$ cat src/akf_pkg.sv
package akf_pkg;

    localparam int unsigned WORD_W = 32;
    localparam int unsigned REG_W  = 31;
    localparam int unsigned IDX_W  = 2;

    // configuration register indexes
    localparam logic [IDX_W-1:0] REG_QA = 2'd0;
    localparam logic [IDX_W-1:0] REG_QB = 2'd1;
    localparam logic [IDX_W-1:0] REG_R  = 2'd2;

    localparam logic signed [WORD_W-1:0] SAT_MAX = 32'sh7FFF_FFFF;
    localparam logic signed [WORD_W-1:0] SAT_MIN = 32'sh8000_0000;

    // operations of the shared arithmetic unit
    typedef enum logic [1:0] {
        OP_MUL,
        OP_ADD,
        OP_SUB,
        OP_DIV
    } t_op;

    // unit request
    typedef struct packed {
        logic                     start;
        t_op                      op;
        logic signed [WORD_W-1:0] a;
        logic signed [WORD_W-1:0] b;
    } t_alu_req;

    // unit response
    typedef struct packed {
        logic                     done;
        logic signed [WORD_W-1:0] y;
    } t_alu_rsp;

    // sequencer states
    typedef enum logic [1:0] {
        ST_IDLE,
        ST_ISSUE,
        ST_WAIT,
        ST_OUT
    } t_state;

    // saturate a 66-bit signed value to 32 bits
    function automatic logic signed [WORD_W-1:0] sat66(input logic signed [65:0] v);
        logic signed [65:0] hi;
        logic signed [65:0] lo;
        hi = 66'(SAT_MAX);
        lo = 66'(SAT_MIN);
        if (v > hi) begin
            return SAT_MAX;
        end else if (v < lo) begin
            return SAT_MIN;
        end
        return v[WORD_W-1:0];
    endfunction

endpackage

$ cat src/akf_alu.sv
module akf_alu #(
    parameter int FRAC_BITS = 20
) (
    input  logic              i_clk,
    input  logic              i_rst_n,
    input  akf_pkg::t_alu_req i_req,
    output akf_pkg::t_alu_rsp o_rsp
);
    import akf_pkg::*;

    localparam int QW  = WORD_W + FRAC_BITS;   // quotient width before saturation
    localparam int CW  = $clog2(QW + 1);

    // multiply / add path, one register stage before shift
    logic              r_busy, n_busy;
    logic              r_mul_pend, n_mul_pend;
    logic signed [63:0] r_prod;
    t_op               r_op;
    logic signed [WORD_W-1:0] r_y, n_y;
    logic              r_done, n_done;

    // restoring divider
    logic [CW-1:0]     r_cnt, n_cnt;
    logic [QW-1:0]     r_num, n_num;
    logic [QW-1:0]     r_quo, n_quo;
    logic [WORD_W:0]   r_rem, n_rem;
    logic [WORD_W-1:0] r_den;
    logic              r_neg, n_neg;

    logic signed [65:0] sum;
    logic signed [63:0] shf;
    logic [WORD_W+1:0]  trial;
    logic [WORD_W:0]    rem_sh;
    logic [65:0]        qext;

    always_comb begin
        n_busy     = r_busy;
        n_mul_pend = 1'b0;
        n_y        = r_y;
        n_done     = 1'b0;
        n_cnt      = r_cnt;
        n_num      = r_num;
        n_quo      = r_quo;
        n_rem      = r_rem;
        n_neg      = r_neg;
        sum        = 66'(i_req.a) + 66'(i_req.b);
        shf        = r_prod >>> FRAC_BITS;
        rem_sh     = {r_rem[WORD_W-1:0], r_num[QW-1]};
        trial      = {1'b0, rem_sh} - {2'b0, r_den};
        qext       = 66'(r_quo);
        if (i_req.start) begin
            unique case (i_req.op)
                OP_MUL: begin
                    n_busy     = 1'b1;
                    n_mul_pend = 1'b1;
                end
                OP_ADD: begin
                    n_y    = sat66(sum);
                    n_done = 1'b1;
                end
                OP_SUB: begin
                    sum    = 66'(i_req.a) - 66'(i_req.b);
                    n_y    = sat66(sum);
                    n_done = 1'b1;
                end
                OP_DIV: begin
                    n_busy = 1'b1;
                    n_neg  = i_req.a[WORD_W-1];
                    n_num  = QW'(i_req.a[WORD_W-1] ? -66'(i_req.a) : 66'(i_req.a))
                             << FRAC_BITS;
                    n_quo  = '0;
                    n_rem  = '0;
                    n_cnt  = CW'(QW);
                end
                default: ;
            endcase
        end else if (r_mul_pend) begin
            n_y    = sat66(66'(shf));
            n_done = 1'b1;
            n_busy = 1'b0;
        end else if (r_busy && r_op == OP_DIV) begin
            // one quotient bit a cycle
            if (!trial[WORD_W+1]) begin
                n_rem = trial[WORD_W:0];
                n_quo = {r_quo[QW-2:0], 1'b1};
            end else begin
                n_rem = rem_sh;
                n_quo = {r_quo[QW-2:0], 1'b0};
            end
            n_num = r_num << 1;
            n_cnt = r_cnt - 1'b1;
            if (r_cnt == CW'(1)) begin
                qext   = 66'(n_quo);
                n_y    = sat66(r_neg ? -qext : qext);
                n_done = 1'b1;
                n_busy = 1'b0;
            end
        end
    end

    always_ff @(posedge i_clk) begin
        if (!i_rst_n) begin
            r_busy     <= 1'b0;
            r_mul_pend <= 1'b0;
            r_done     <= 1'b0;
            r_cnt      <= '0;
        end else begin
            r_busy     <= n_busy;
            r_mul_pend <= n_mul_pend;
            r_done     <= n_done;
            r_cnt      <= n_cnt;
        end
        r_y   <= n_y;
        r_num <= n_num;
        r_quo <= n_quo;
        r_rem <= n_rem;
        r_neg <= n_neg;
        if (i_req.start) begin
            r_op   <= i_req.op;
            r_den  <= i_req.b;
            r_prod <= 64'(i_req.a) * 64'(i_req.b);
        end
    end

    assign o_rsp.done = r_done;
    assign o_rsp.y    = r_y;

`ifndef ASSERT_OFF
    a_no_start_busy: assert property (@(posedge i_clk) disable iff (!i_rst_n)
        r_busy |-> !i_req.start) else $error("start while unit busy");
    a_done_pulse: assert property (@(posedge i_clk) disable iff (!i_rst_n)
        r_done |=> !r_done || $past(i_req.start)) else $error("done held");
    a_mul_one: assert property (@(posedge i_clk) disable iff (!i_rst_n)
        r_mul_pend |=> r_done) else $error("multiply late");
`endif

endmodule

$ cat config.mk
export PLATFORM = sky130hd
export DESIGN_NAME = akf_alu
export DESIGN_NICKNAME = d
export VERILOG_FILES = /design/src/akf_pkg.sv /design/src/akf_alu.sv
export SDC_FILE = /design/constraint.sdc
export NUM_CORES = 2
export LEC_CHECK = 0
export BUFFER_PORTS_ARGS = -buffer_cell sky130_fd_sc_hd__buf_2
export CORE_MARGIN = 2
export CORE_UTILIZATION = 45
export CTS_CLUSTER_SIZE = 25
export DETAILED_ROUTE_END_ITERATION = 16
export GPL_TIMING_DRIVEN = 0
export SETUP_SLACK_MARGIN = 0.5
export SYNTH_ARGS = -nofsm -noshare
export SYNTH_HDL_FRONTEND = slang
export SYNTH_SLANG_ARGS = --single-unit
$ cat constraint.sdc
create_clock -name i_clk -period 12.4 [get_ports i_clk]
set_clock_uncertainty 0.2 [all_clocks]
set_input_delay 2.48 -clock i_clk [delete_from_list [all_inputs] [get_ports i_clk]]
set_output_delay 2.48 -clock i_clk [all_outputs]
set_load 0.05 [all_outputs]
==> reports/qor_table.md <==
| Step | Quantity | Reported |
|:---|:---|:---|
| sta | Shortest clock period the worst path allows after layout | 11.86 ns |
| die | I/O pin count | 102 |
| cells and area | Layout overhead on the synthesized area | 7.172% |
| die | Number of rows created at floorplan | 124 |
| placed design | Routability congestion estimate | 1.035 |
| synthesis | Post-synth net total | 7058 |
| cts | Number of buffers created by CTS | 27 |
| route | Drt initial violations | 4190 |
| cts | # clock sinks | 235 |
| cts | Maximum buffer depth of the clock tree | 3 |
| critical path | Critical path start-end classification | input port to flop |
| synthesis | Mean Syn Cell Area | 9.250 µm² |
| die | Initial Util | 45.40% |
| synthesis | Cell Area, Synth | 0.05199 mm² |
| critical path | Startpoint Class | input port |
| cts | Clock latency at the later pin of the worst-skew pair | 0.62 ns |
| route | DRC | 0 |
| sta | Unrepaired setup endpoints after global routing | yes |
| placed design | Port buffer count | 101 |
| grt | First-pass GRT wire length | 298000 µm |
| die | Height of the die | 343.9 µm |
| die | Core ar. | 0.1145 mm² |
| grt | Number of antenna violations at the first check in global routing | 43 |
| synthesis | Synth warnings | 0 |
| synthesis | Post-synthesis sequential element count | 235 |
| cells and area | Fraction of final layout cells with drive strength greater than 1 | 5.525% |
| synthesis | Commonest cells post-synth | 1219 x inv_1, 1084 x fa_1, 641 x nand2_1 |
| synthesis | Number of synthesized flops with an enable pin | 226 |
| die | Horizontal die dimension | 343.9 µm |
| grt | Number of global-route vias before repair | 43000 |
| synthesis | Number of instances in the synthesized netlist | 5620 |
| run | Max cap viols | 0 |
| sta | Measured slew at the worst slew-check pin | 1.429 ns |
| synthesis | Distinct cells, synth | 88 |
| critical path | Maximum fanout encountered on the critical timing path | 10 |
| placed design | Post-detail-place hpwl | 165500 µm |
| sta | Final cycle utilization of the critical path | 95.63% |
| synthesis | Sequential-to-total area share from yosys stat | 13.40% |
| sta | Number of hold violations in the final report | 0 |
| grt | Total Routing Usage GR | 35.52% |
| route | DR vias/cell | 5.694 |
| cts | Count of buffers added by post-CTS timing repair for setup | 0 |
| critical path | Critical path data arrival time | 11.98 ns |
| grt | GRT overflow | 0 |
| route | Routed Antenna Nets | 0 |
| route | Drt pass-1 iters | 6 |
| route | Total detailed-routing wirelength | 204600 µm |
| cells and area | Multi-input gate area | 0.03935 mm² |
| critical path | Required time worst endpoint | 12.53 ns |
| cells and area | Sequential cell area | 0.006967 mm² |
| synthesis | Proportion of synthesized flip-flops having asynchronous set or reset | 0% |
| synthesis | Dominant register cell in the synthesized netlist | edfxtp_1 |
| cells and area | Final core area utilization | 48.66% |
| route | Drt wl/cell | 28.00 µm |
| sta | Worst slew slack as a fraction of its limit | 4.754% |
| cts | Hold-fix buffers at CTS | 0 |
| cts | Htree depth | 1 |
| route | Via total after detailed routing | 41610 |
| sta | Fmax | 84.33 MHz |
| synthesis | Leading cell type by number of instances after synthesis | inv_1 |
| synthesis | Most area-hungry cell type in the Yosys netlist | fa_1 |
| cells and area | Fill count | 11050 |
| sta | Setup-failing EPs final | 0 |
| die | Total Die Area | 0.1183 mm² |
| synthesis | Portion of synthesized cell area occupied by the leading cell type | 41.74% |
| run status | Result of the run | finished clean |
| synthesis | Largest cells by area after synthesis | fa_1 42%, edfxtp_1 13%, inv_1 8.8% |
| critical path | Kind of end point of the critical path | flop |
| sta | Pins over their slew limit | 0 |
| grt | Maximum number of pins on one net before global-route repair | 62 |
| cts | Clock slew seen by the registers of the worst setup and hold paths | 0.07 ns |
| cts | CTS tree | built |
| worst hold path | Tightest Hold Check Type | flop to flop |
| cts | Root Buffer Master | clkbuf_16 |
| cells and area | # nets final | 7191 |
-- routing by layer --
layer	vias up	part of all wire [%]	routed length, µm	GRT usage, %
met5	-	0.098	200	0
met4	10	7.0	14340	19.32
met3	592	11	22990	8.603
met2	2343	43	88960	53.82
met1	21230	38	78100	47.15
li1	17440	-	-	-
-- layout by cell type, fill, tap and decap left out, types with 22 or more instances in the layout --
cell,n
a211o_1,26
a21o_1,37
a21oi_1,191
a221o_1,31
and2_1,439
buf_2,113
clkbuf_1,172
clkbuf_16,27
clkbuf_2,78
diode_2,22
edfxtp_1,226
fa_1,1082
ha_1,285
inv_1,1219
nand2_1,640
nand2b_1,28
nand3_1,75
nor2_1,299
nor2b_1,71
nor3_1,45
o21a_1,29
o21ai_0,80
o31ai_1,25
xnor2_1,131
xor2_1,63
-- metrics by stage --
| stage | setup slack, ns | hold WS, ns | instances | TNS [ns] | instance area, µm² |
|---|---|---|---|---|---|
| 4_1_cts | 0.4777 | 0.3060 | 7286 | 0 | 55510 |
| 3_5_place_dp | -1.813 | 0.2906 | 7236 | -32.51 | 54500 |
| 5_1_grt | 0.4980 | 0.3458 | 7294 | 0 | 55680 |
| 2_1_floorplan | 1.540 | 0.2524 | 5620 | 0 | 51990 |
| 3_3_place_gp | -1.833 | 0.2679 | 7233 | -33.19 | 54380 |
| 6_report | 0.5419 | 0.3030 | 7308 | 0 | 55720 |
-- worst paths after layout --
kind                            startpoint          to  slack [ns]  cells past startpoint
worst max register to register    r_rem[7]      r_y[0]        3.77                     26
worst min register to register      r_busy      r_busy        0.30                      2
worst min-delay path                r_busy      r_busy        0.30                      2
worst max-delay path             i_req[19]  r_prod[41]        0.54                     26
-- critical path: stages --
cell	delay (ns)
buf_2	0.22
clkbuf_2	0.51
clkdlybuf4s15_1	0.80
nand2_1	0.17
fa_1	0.55
fa_1	0.50
inv_1	0.05
fa_1	0.52
fa_1	0.47
fa_1	0.60
fa_1	0.58
fa_1	0.55
inv_1	0.06
fa_1	0.57
inv_1	0.06
ha_1	0.32
and2_1	0.20
a31o_2	0.21
a21o_1	0.27
a21oi_1	0.36
a21oi_1	0.28
a21oi_1	0.42
o21ai_0	0.30
o41a_1	0.43
a21oi_1	0.26
xnor2_2	0.16
-- area by class of cell --
type                       count  area share [%]
antenna                       22         0.09881
sequential                   235           12.50
buffer                       298           2.455
clock buffer                  30           1.233
multi-input combinational   3864           70.63
timing repair buffer         104           1.060
clock inverter                20          0.3705
inverter                    1223           8.251
tap                         1512           3.395
-- flip-flops by register name, indices dropped and copies added (netlist names) --
register and count:
r_busy 1, r_cnt 6, r_den 32, r_done 1, r_mul_pend 1, r_neg 1
r_num 32, r_op 2, r_prod 44, r_quo 51, r_rem 32, r_y 32
-- logic make-up (layout without fill, tap and decap cells) --
group                    Yosys count  after routing  share of synthesized area [%]
multiplexers                       4              4                        0.08183
AND/OR/NAND/NOR                 1716           1716                          16.07
adder cells (fa/ha/maj)         1369           1369                          48.60
other                              0             22                              0
XOR/XNOR                         196            196                          3.302
buffers and inverters           1521           1675                          11.06
AO/OA/AOI/OAI                    579            579                          7.490
flip-flops                       235            235                          13.40
-- what timing repair did --
item                                    CTS  global route
endpoints found under the setup margin   30            14
resized for setup                        71           176
endpoints found under the hold margin     0             0
cloned                                    0             0
Power is not shown: default switching activity piles up to over one toggle a cycle in this logic, so the estimate is an artifact.
