**src/akf_pkg.sv**
```systemverilog
package akf_pkg;

    localparam int unsigned WORD_W = 32;
    localparam int unsigned REG_W  = 31;
    localparam int unsigned IDX_W  = 2;

    // configuration register indexes
    localparam logic [IDX_W-1:0] REG_QA = 2'd0;
    localparam logic [IDX_W-1:0] REG_QB = 2'd1;
    localparam logic [IDX_W-1:0] REG_R  = 2'd2;

    localparam logic signed [WORD_W-1:0] SAT_MAX = 32'sh7FFF_FFFF;
    localparam logic signed [WORD_W-1:0] SAT_MIN = 32'sh8000_0000;

    // operations of the shared arithmetic unit
    typedef enum logic [1:0] {
        OP_MUL,
        OP_ADD,
        OP_SUB,
        OP_DIV
    } t_op;

    // unit request
    typedef struct packed {
        logic                     start;
        t_op                      op;
        logic signed [WORD_W-1:0] a;
        logic signed [WORD_W-1:0] b;
    } t_alu_req;

    // unit response
    typedef struct packed {
        logic                     done;
        logic signed [WORD_W-1:0] y;
    } t_alu_rsp;

    // sequencer states
    typedef enum logic [1:0] {
        ST_IDLE,
        ST_ISSUE,
        ST_WAIT,
        ST_OUT
    } t_state;

    // saturate a 66-bit signed value to 32 bits
    function automatic logic signed [WORD_W-1:0] sat66(input logic signed [65:0] v);
        logic signed [65:0] hi;
        logic signed [65:0] lo;
        hi = 66'(SAT_MAX);
        lo = 66'(SAT_MIN);
        if (v > hi) begin
            return SAT_MAX;
        end else if (v < lo) begin
            return SAT_MIN;
        end
        return v[WORD_W-1:0];
    endfunction

endpackage

```
**src/akf_seq.sv**
```systemverilog
module akf_seq (
    input  logic                              i_clk,
    input  logic                              i_rst_n,
    input  logic                              i_in_valid,
    output logic                              o_in_stall,
    input  logic signed [akf_pkg::WORD_W-1:0] i_meas,
    input  logic signed [akf_pkg::WORD_W-1:0] i_rate,
    input  logic        [akf_pkg::REG_W-1:0]  i_dt,
    input  logic        [akf_pkg::REG_W-1:0]  i_qa,
    input  logic        [akf_pkg::REG_W-1:0]  i_qb,
    input  logic        [akf_pkg::REG_W-1:0]  i_r,
    output logic                              o_out_valid,
    input  logic                              i_out_stall,
    output logic signed [akf_pkg::WORD_W-1:0] o_angle,
    output logic                              o_degen,
    output akf_pkg::t_alu_req                 o_req,
    input  akf_pkg::t_alu_rsp                 i_rsp
);
    import akf_pkg::*;

    localparam int NSTEP = 29;
    localparam int SW    = $clog2(NSTEP);

    // operand / destination register file indexes
    typedef enum logic [3:0] {
        V_ANG, V_BIAS, V_P00, V_P01, V_P10, V_P11,
        V_MEAS, V_RATE, V_DT, V_QA, V_QB, V_R,
        V_T, V_M, V_K0, V_K1
    } t_var;

    typedef enum logic [3:0] {
        X_Y, X_S, X_S00, X_S01, X_NONE
    } t_xtra;

    typedef struct packed {
        t_op   op;
        logic  ax; logic [3:0] a;
        logic  bx; logic [3:0] b;
        logic  dx; logic [3:0] d;
    } t_step;

    logic signed [WORD_W-1:0] r_v [16];
    logic signed [WORD_W-1:0] r_x [4];
    t_state      r_state, n_state;
    logic [SW-1:0] r_step, n_step;
    logic        r_ov, n_ov;

    function automatic t_step st(input t_op op, input logic ax, input logic [3:0] a,
                                 input logic bx, input logic [3:0] b,
                                 input logic dx, input logic [3:0] d);
        t_step s;
        s = '{op: op, ax: ax, a: a, bx: bx, b: b, dx: dx, d: d};
        return s;
    endfunction

    // microprogram; scratch: X_Y rate/y, X_S s
    function automatic t_step prog(input logic [SW-1:0] i);
        t_step s;
        s = st(OP_ADD, 0, V_T, 0, V_T, 0, V_T);
        unique case (i)
            5'd0:  s = st(OP_SUB, 0, V_RATE, 0, V_BIAS, 1, X_Y);
            5'd1:  s = st(OP_MUL, 0, V_DT, 1, X_Y, 1, X_Y);
            5'd2:  s = st(OP_ADD, 0, V_ANG, 1, X_Y, 0, V_ANG);
            5'd3:  s = st(OP_MUL, 0, V_DT, 0, V_P11, 0, V_M);
            5'd4:  s = st(OP_SUB, 0, V_M, 0, V_P01, 0, V_T);
            5'd5:  s = st(OP_SUB, 0, V_T, 0, V_P10, 0, V_T);
            5'd6:  s = st(OP_ADD, 0, V_T, 0, V_QA, 0, V_T);
            5'd7:  s = st(OP_MUL, 0, V_DT, 0, V_T, 0, V_T);
            5'd8:  s = st(OP_ADD, 0, V_P00, 0, V_T, 0, V_P00);
            5'd9:  s = st(OP_SUB, 0, V_P01, 0, V_M, 0, V_P01);
            5'd10: s = st(OP_SUB, 0, V_P10, 0, V_M, 0, V_P10);
            5'd11: s = st(OP_MUL, 0, V_QB, 0, V_DT, 0, V_T);
            5'd12: s = st(OP_ADD, 0, V_P11, 0, V_T, 0, V_P11);
            5'd13: s = st(OP_ADD, 0, V_P00, 0, V_R, 1, X_S);
            5'd14: s = st(OP_DIV, 0, V_P00, 1, X_S, 0, V_K0);
            5'd15: s = st(OP_DIV, 0, V_P10, 1, X_S, 0, V_K1);
            5'd16: s = st(OP_SUB, 0, V_MEAS, 0, V_ANG, 1, X_Y);
            5'd17: s = st(OP_MUL, 0, V_K0, 1, X_Y, 0, V_T);
            5'd18: s = st(OP_ADD, 0, V_ANG, 0, V_T, 0, V_ANG);
            5'd19: s = st(OP_MUL, 0, V_K1, 1, X_Y, 0, V_T);
            5'd20: s = st(OP_ADD, 0, V_BIAS, 0, V_T, 0, V_BIAS);
            5'd21: s = st(OP_ADD, 0, V_P00, 1, X_NONE, 1, X_S00);
            5'd22: s = st(OP_ADD, 0, V_P01, 1, X_NONE, 1, X_S01);
            5'd23: s = st(OP_MUL, 0, V_K0, 1, X_S00, 0, V_T);
            5'd24: s = st(OP_SUB, 0, V_P00, 0, V_T, 0, V_P00);
            5'd25: s = st(OP_MUL, 0, V_K0, 1, X_S01, 0, V_T);
            5'd26: s = st(OP_SUB, 0, V_P01, 0, V_T, 0, V_P01);
            5'd27: s = st(OP_MUL, 0, V_K1, 1, X_S00, 0, V_M);
            5'd28: s = st(OP_SUB, 0, V_P10, 0, V_M, 0, V_P10);
            default: ;
        endcase
        return s;
    endfunction

    t_step cur;
    logic  last, s_bad;
    logic signed [WORD_W-1:0] opa, opb;

    // k1*p01 for P11 reuses step 27/28 pattern: extra two steps appended below
    logic        r_tail, n_tail;

    always_comb begin
        cur = prog(r_step);
        if (r_tail) begin
            cur = r_step[0] ? st(OP_SUB, 0, V_P11, 0, V_M, 0, V_P11)
                            : st(OP_MUL, 0, V_K1, 1, X_S01, 0, V_M);
        end
        opa = cur.ax ? (cur.a[2] ? '0 : r_x[cur.a[1:0]]) : r_v[cur.a];
        opb = cur.bx ? (cur.b[2] ? '0 : r_x[cur.b[1:0]]) : r_v[cur.b];
        o_req.start = (r_state == ST_ISSUE);
        o_req.op    = cur.op;
        o_req.a     = opa;
        o_req.b     = opb;
    end

    assign s_bad = (i_rsp.y[WORD_W-1] || i_rsp.y == '0);
    assign last  = r_tail && r_step[0];

    // sequencer
    always_comb begin
        n_state = r_state;
        n_step  = r_step;
        n_tail  = r_tail;
        n_ov    = r_ov;
        unique case (r_state)
            ST_IDLE: begin
                if (i_in_valid) begin
                    n_state = ST_ISSUE;
                    n_step  = '0;
                    n_tail  = 1'b0;
                end
            end
            ST_ISSUE: n_state = ST_WAIT;
            ST_WAIT: begin
                if (i_rsp.done) begin
                    if (!r_tail && r_step == SW'(13) && s_bad) begin
                        n_state = ST_OUT;
                        n_ov    = 1'b1;
                    end else if (last) begin
                        n_state = ST_OUT;
                        n_ov    = 1'b0;
                    end else if (!r_tail && r_step == SW'(NSTEP-1)) begin
                        n_tail  = 1'b1;
                        n_step  = '0;
                        n_state = ST_ISSUE;
                    end else begin
                        n_step  = r_step + 1'b1;
                        n_state = ST_ISSUE;
                    end
                end
            end
            ST_OUT: if (!i_out_stall) n_state = ST_IDLE;
            default: n_state = ST_IDLE;
        endcase
    end

    always_ff @(posedge i_clk) begin
        if (!i_rst_n) begin
            r_state <= ST_IDLE;
            r_step  <= '0;
            r_tail  <= 1'b0;
            r_ov    <= 1'b0;
            for (int k = 0; k < 6; k++) r_v[k] <= '0;
        end else begin
            r_state <= n_state;
            r_step  <= n_step;
            r_tail  <= n_tail;
            r_ov    <= n_ov;
            if (r_state == ST_IDLE && i_in_valid) begin
                r_v[V_MEAS] <= i_meas;
                r_v[V_RATE] <= i_rate;
                r_v[V_DT]   <= WORD_W'(i_dt);
                r_v[V_QA]   <= WORD_W'(i_qa);
                r_v[V_QB]   <= WORD_W'(i_qb);
                r_v[V_R]    <= WORD_W'(i_r);
            end
            if (r_state == ST_WAIT && i_rsp.done) begin
                if (cur.dx) r_x[cur.d[1:0]] <= i_rsp.y;
                else        r_v[cur.d]      <= i_rsp.y;
            end
        end
    end

    assign o_in_stall  = (r_state != ST_IDLE);
    assign o_out_valid = (r_state == ST_OUT);
    assign o_angle     = r_v[V_ANG];
    assign o_degen     = r_ov;

`ifndef ASSERT_OFF
    a_issue_wait: assert property (@(posedge i_clk) disable iff (!i_rst_n)
        r_state == ST_ISSUE |=> r_state == ST_WAIT) else $error("issue not followed by wait");
    a_out_hold: assert property (@(posedge i_clk) disable iff (!i_rst_n)
        (o_out_valid && i_out_stall) |=> o_out_valid && $stable(o_angle))
        else $error("result changed under stall");
    a_done_wait: assert property (@(posedge i_clk) disable iff (!i_rst_n)
        i_rsp.done |-> r_state == ST_WAIT) else $error("response outside wait");
`endif

endmodule

```
**config.mk**
```make
export PLATFORM = sky130hd
export DESIGN_NAME = akf_seq
export DESIGN_NICKNAME = d
export VERILOG_FILES = /design/src/akf_pkg.sv /design/src/akf_seq.sv
export SDC_FILE = /design/constraint.sdc
export NUM_CORES = 1
export LEC_CHECK = 0
export ABC_AREA = 1
export BUFFER_PORTS_ARGS = -buffer_cell sky130_fd_sc_hd__clkbuf_2
export CAP_MARGIN = 15
export CELL_PAD_IN_SITES_DETAIL_PLACEMENT = 1
export CELL_PAD_IN_SITES_GLOBAL_PLACEMENT = 1
export CORE_MARGIN = 2
export CORE_UTILIZATION = 45
export CTS_CLUSTER_DIAMETER = 80
export DETAILED_ROUTE_END_ITERATION = 10
export PLACE_DENSITY_LB_ADDON = 0.1
export REMOVE_ABC_BUFFERS = 1
export SYNTH_ARGS = -nofsm -noshare
export SYNTH_HDL_FRONTEND = slang
export SYNTH_SLANG_ARGS = --single-unit
```
**constraint.sdc**
```tcl
create_clock -name i_clk -period 5.6 [get_ports i_clk]
set_input_delay 1.12 -clock i_clk [delete_from_list [all_inputs] [get_ports i_clk]]
set_output_delay 1.12 -clock i_clk [all_outputs]
set_load 0.005 [all_outputs]
```
==> summary.txt <==
Status
  • Status: complete, no violations

Logic synthesis
  • Unique masters post-synth: 36
  • Post-synthesis sequential area ratio: 0.518
  • YS warnings: 0
  • Synthesized flop and latch total: 649
  • Synth Flop Type: edfxtp_1
  • Avg Inst Size Synth: 7.71 um^2
  • FFs w/ async S/R, synth: 0
  • Gate Count Post-Synth: just under 5000
  • Number of synthesized flops with an enable pin: 640
  • Synthesized area: 37400 um^2

Die
  • Die X: 292 um
  • I/O Pins: 327
  • Core area: 82200 um^2
  • Die height: a little under 300 um
  • Starting Density: 0.455
  • Cell row count: approximately 110
  • Die footprint: 85500 um^2

Route
  • Initial drt markers: 3788
  • Vias/cell: 5.93
  • WL per Instance: 26.5 um
  • Initial DRT Pass Iterations: 6
  • DRT Wirelength: 160000 um
  • Antenna-violating nets left: 0
  • Post-route DRC: 0
  • Routed vias: 35900

Flow run
  • Max-cap violations: 0

Layout
  • Commonest cells after routing, fill and taps aside: nand2_1, edfxtp_1, inv_1, nand3_1, clkbuf_2
  • Final Util: 0.515
  • Nets: 5156
  • Share of layout cells above drive strength 1: 0.130
  • FF+latch area: 19400 um^2
  • Footprint of the multi-input gates: 13900 um^2
  • Non-filler instance count after layout: 6054
  • # fillers: between 10000 and 15000
  • Commonest non-fill, non-tap cell in the layout: nand2_1
  • Layout overhead on the synthesized area: 13.1%

Worst setup path
  • CP Class: reg -> out
  • Crit. End Element: primary output
  • WP data required: 4.48 ns
  • Crit path DAT: around 4.3 ns
  • Critical path launch point type: flop
  • CP Max Fanout: 27

Power
  • Power, Total: about 0.018 W
  • Worst IR Drop VDD: around 0.30 mV
  • Power density cells: 432 nW/um^2
  • Leakage: about 20 nW

STA
  • Tmin final: between 5 and 6 ns
  • Max frequency: 185 MHz
  • Final Hold Viols: 0
  • Final setup vio count: 0
  • Fin. max-slew vios: 0
  • RSZ-0062 raised after global routing: no
  • Relative slew slack: 0.171
  • Final Cycle Share: 0.963
  • Slew at the pin with the worst max-slew slack: about 1.2 ns
  • Skew final: 0.0243 ns

Global route
  • Global-route wire length before repair: roughly 230000 um
  • Grt total ovfl: 0
  • Total global-route track usage: 0.365
  • M3 GR Usage: 0.0722
  • Vias in the first global route: 35900
  • Met1 Track Usage GR: 0.494
  • Largest net degree at the start of global routing: 170
  • Antenna violations before repair: 3
  • Most used routing layer in global routing: met2
  • Met2 usage: 0.572

Placement
  • IO Port Bufs: approximately 330
  • HPWL after DPL: 93700 um
  • Placed cell count: 5906
  • GP Congestion: 0.882

Clock tree
  • TritonCTS clock tree: yes
  • CTS Sinks: 649
  • Hold Buf Count CTS: 0
  • H-tree depth: 3
  • Clock Pin Slew Worst Setup and Hold Paths: 0.06 ns
  • Worst-Skew Late Latency: 0.64 ns
  • Clk root buf: clkbuf_16
  • CTS Buffer Depth: 3
  • CTS Buf Count: 76

Min path
  • Worst hold path type: reg -> reg
## Yosys cell counts (12+ instances only)
cell / instances / area (um^2)
nand4_1: 268 / 1680
nor2_1: 248 / 931
inv_2: 12 / 45.0
inv_1: 648 / 2430
nand3_1: 552 / 2760
o21ai_1: 60 / 300
buf_2: 72 / 360
a21oi_1: 38 / 190
buf_1: 59 / 221
edfxtp_1: 640 / 19200
nand2_1: 1567 / 5880
nor2_2: 37 / 231
clkbuf_1: 324 / 1220
o21ai_0: 268 / 1340
## metrics by stage
step | hold WS (ns) | setup TNS, ns | setup slack, ns | area [um^2]
global route | 0.545 | 0 | 0.0115 | 42400
CTS | 0.532 | 0 | 0.0518 | 42200
global placement | 0.503 | 0 | 0.580 | 39900
detailed placement | 0.521 | 0 | 0.552 | 39900
floorplan | 0.470 | -1567.53 | -12.17 | 35600
finish | 0.536 | 0 | 0.207 | 42400
## routing by layer
layer / part of all wire / vias to the layer above
li1: - / 15900
met1: 0.41 / 17700
met2: 0.45 / 1911
met3: 0.10 / 389
met4: 0.045 / 0
met5: 0 / -
## report_power, final
group / switching [W] / internal (W)
Clock: 0.00210 / 0.00261
Sequential: 0.000115 / 0.00560
Combinational: 0.00568 / 0.00218
## worst max-delay path: stages (launching register included)
cell	delay (ns)
dfxtp_1	0.41
inv_1	0.16
ha_2	0.32
inv_1	0.10
nor2_1	0.33
nand2_1	0.16
nand3_1	0.16
nor2_1	0.07
nand2_2	0.09
nand4_1	0.24
inv_6	0.32
buf_8	0.33
nand3_1	0.38
nand3_1	0.20
nand2_1	0.16
clkbuf_2	0.16
## area by class of cell
cell class / count / share of cell area
flip-flops and latches: 649 / 0.458
multi-input cells: 3092 / 0.329
repair buffers: 446 / 0.0689
inverters: 661 / 0.0591
clock buffers: 94 / 0.0480
well taps: 1070 / 0.0316
clock inverters: 41 / 0.00502
diodes: 1 / 0.0000591
## registers in the layout, summed over array words and instances (netlist names)
signal   cells
r_tail       1
r_v        512
r_step       5
o_degen      1
r_x        128
r_state      2
## worst paths after layout
check | start | to | slack, ns | depth (start not counted)
max | r_step[0]$_SDFFE_PN0P_ | o_req[47] | 0.21 | 15
min | o_degen$_SDFFE_PN0P_ | o_degen$_SDFFE_PN0P_ | 0.54 | 2
min reg2reg | o_degen$_SDFFE_PN0P_ | o_degen$_SDFFE_PN0P_ | 0.54 | 2
max reg2reg | r_step[0]$_SDFFE_PN0P_ | r_v[5][3]$_SDFFCE_PN0P_ | 1.51 | 16
## cells by family after synthesis
kind of cell / share of synthesized area
simple gates: 0.313
buf+inv: 0.116
flops: 0.518
compound gates: 0.0509
fa+ha+maj: 0.00167
xor+xnor: 0.000468
other cells: 0.000100
## timing repair
action | CTS | global route
cloned | 0 | 2
pin swaps | 0 | 4
endpoints found under the setup margin | 1 | 18
buffers inserted | 0 | 9
gates resized for setup | 1 | 16
Note: power is estimated with default switching activity, not from simulation.
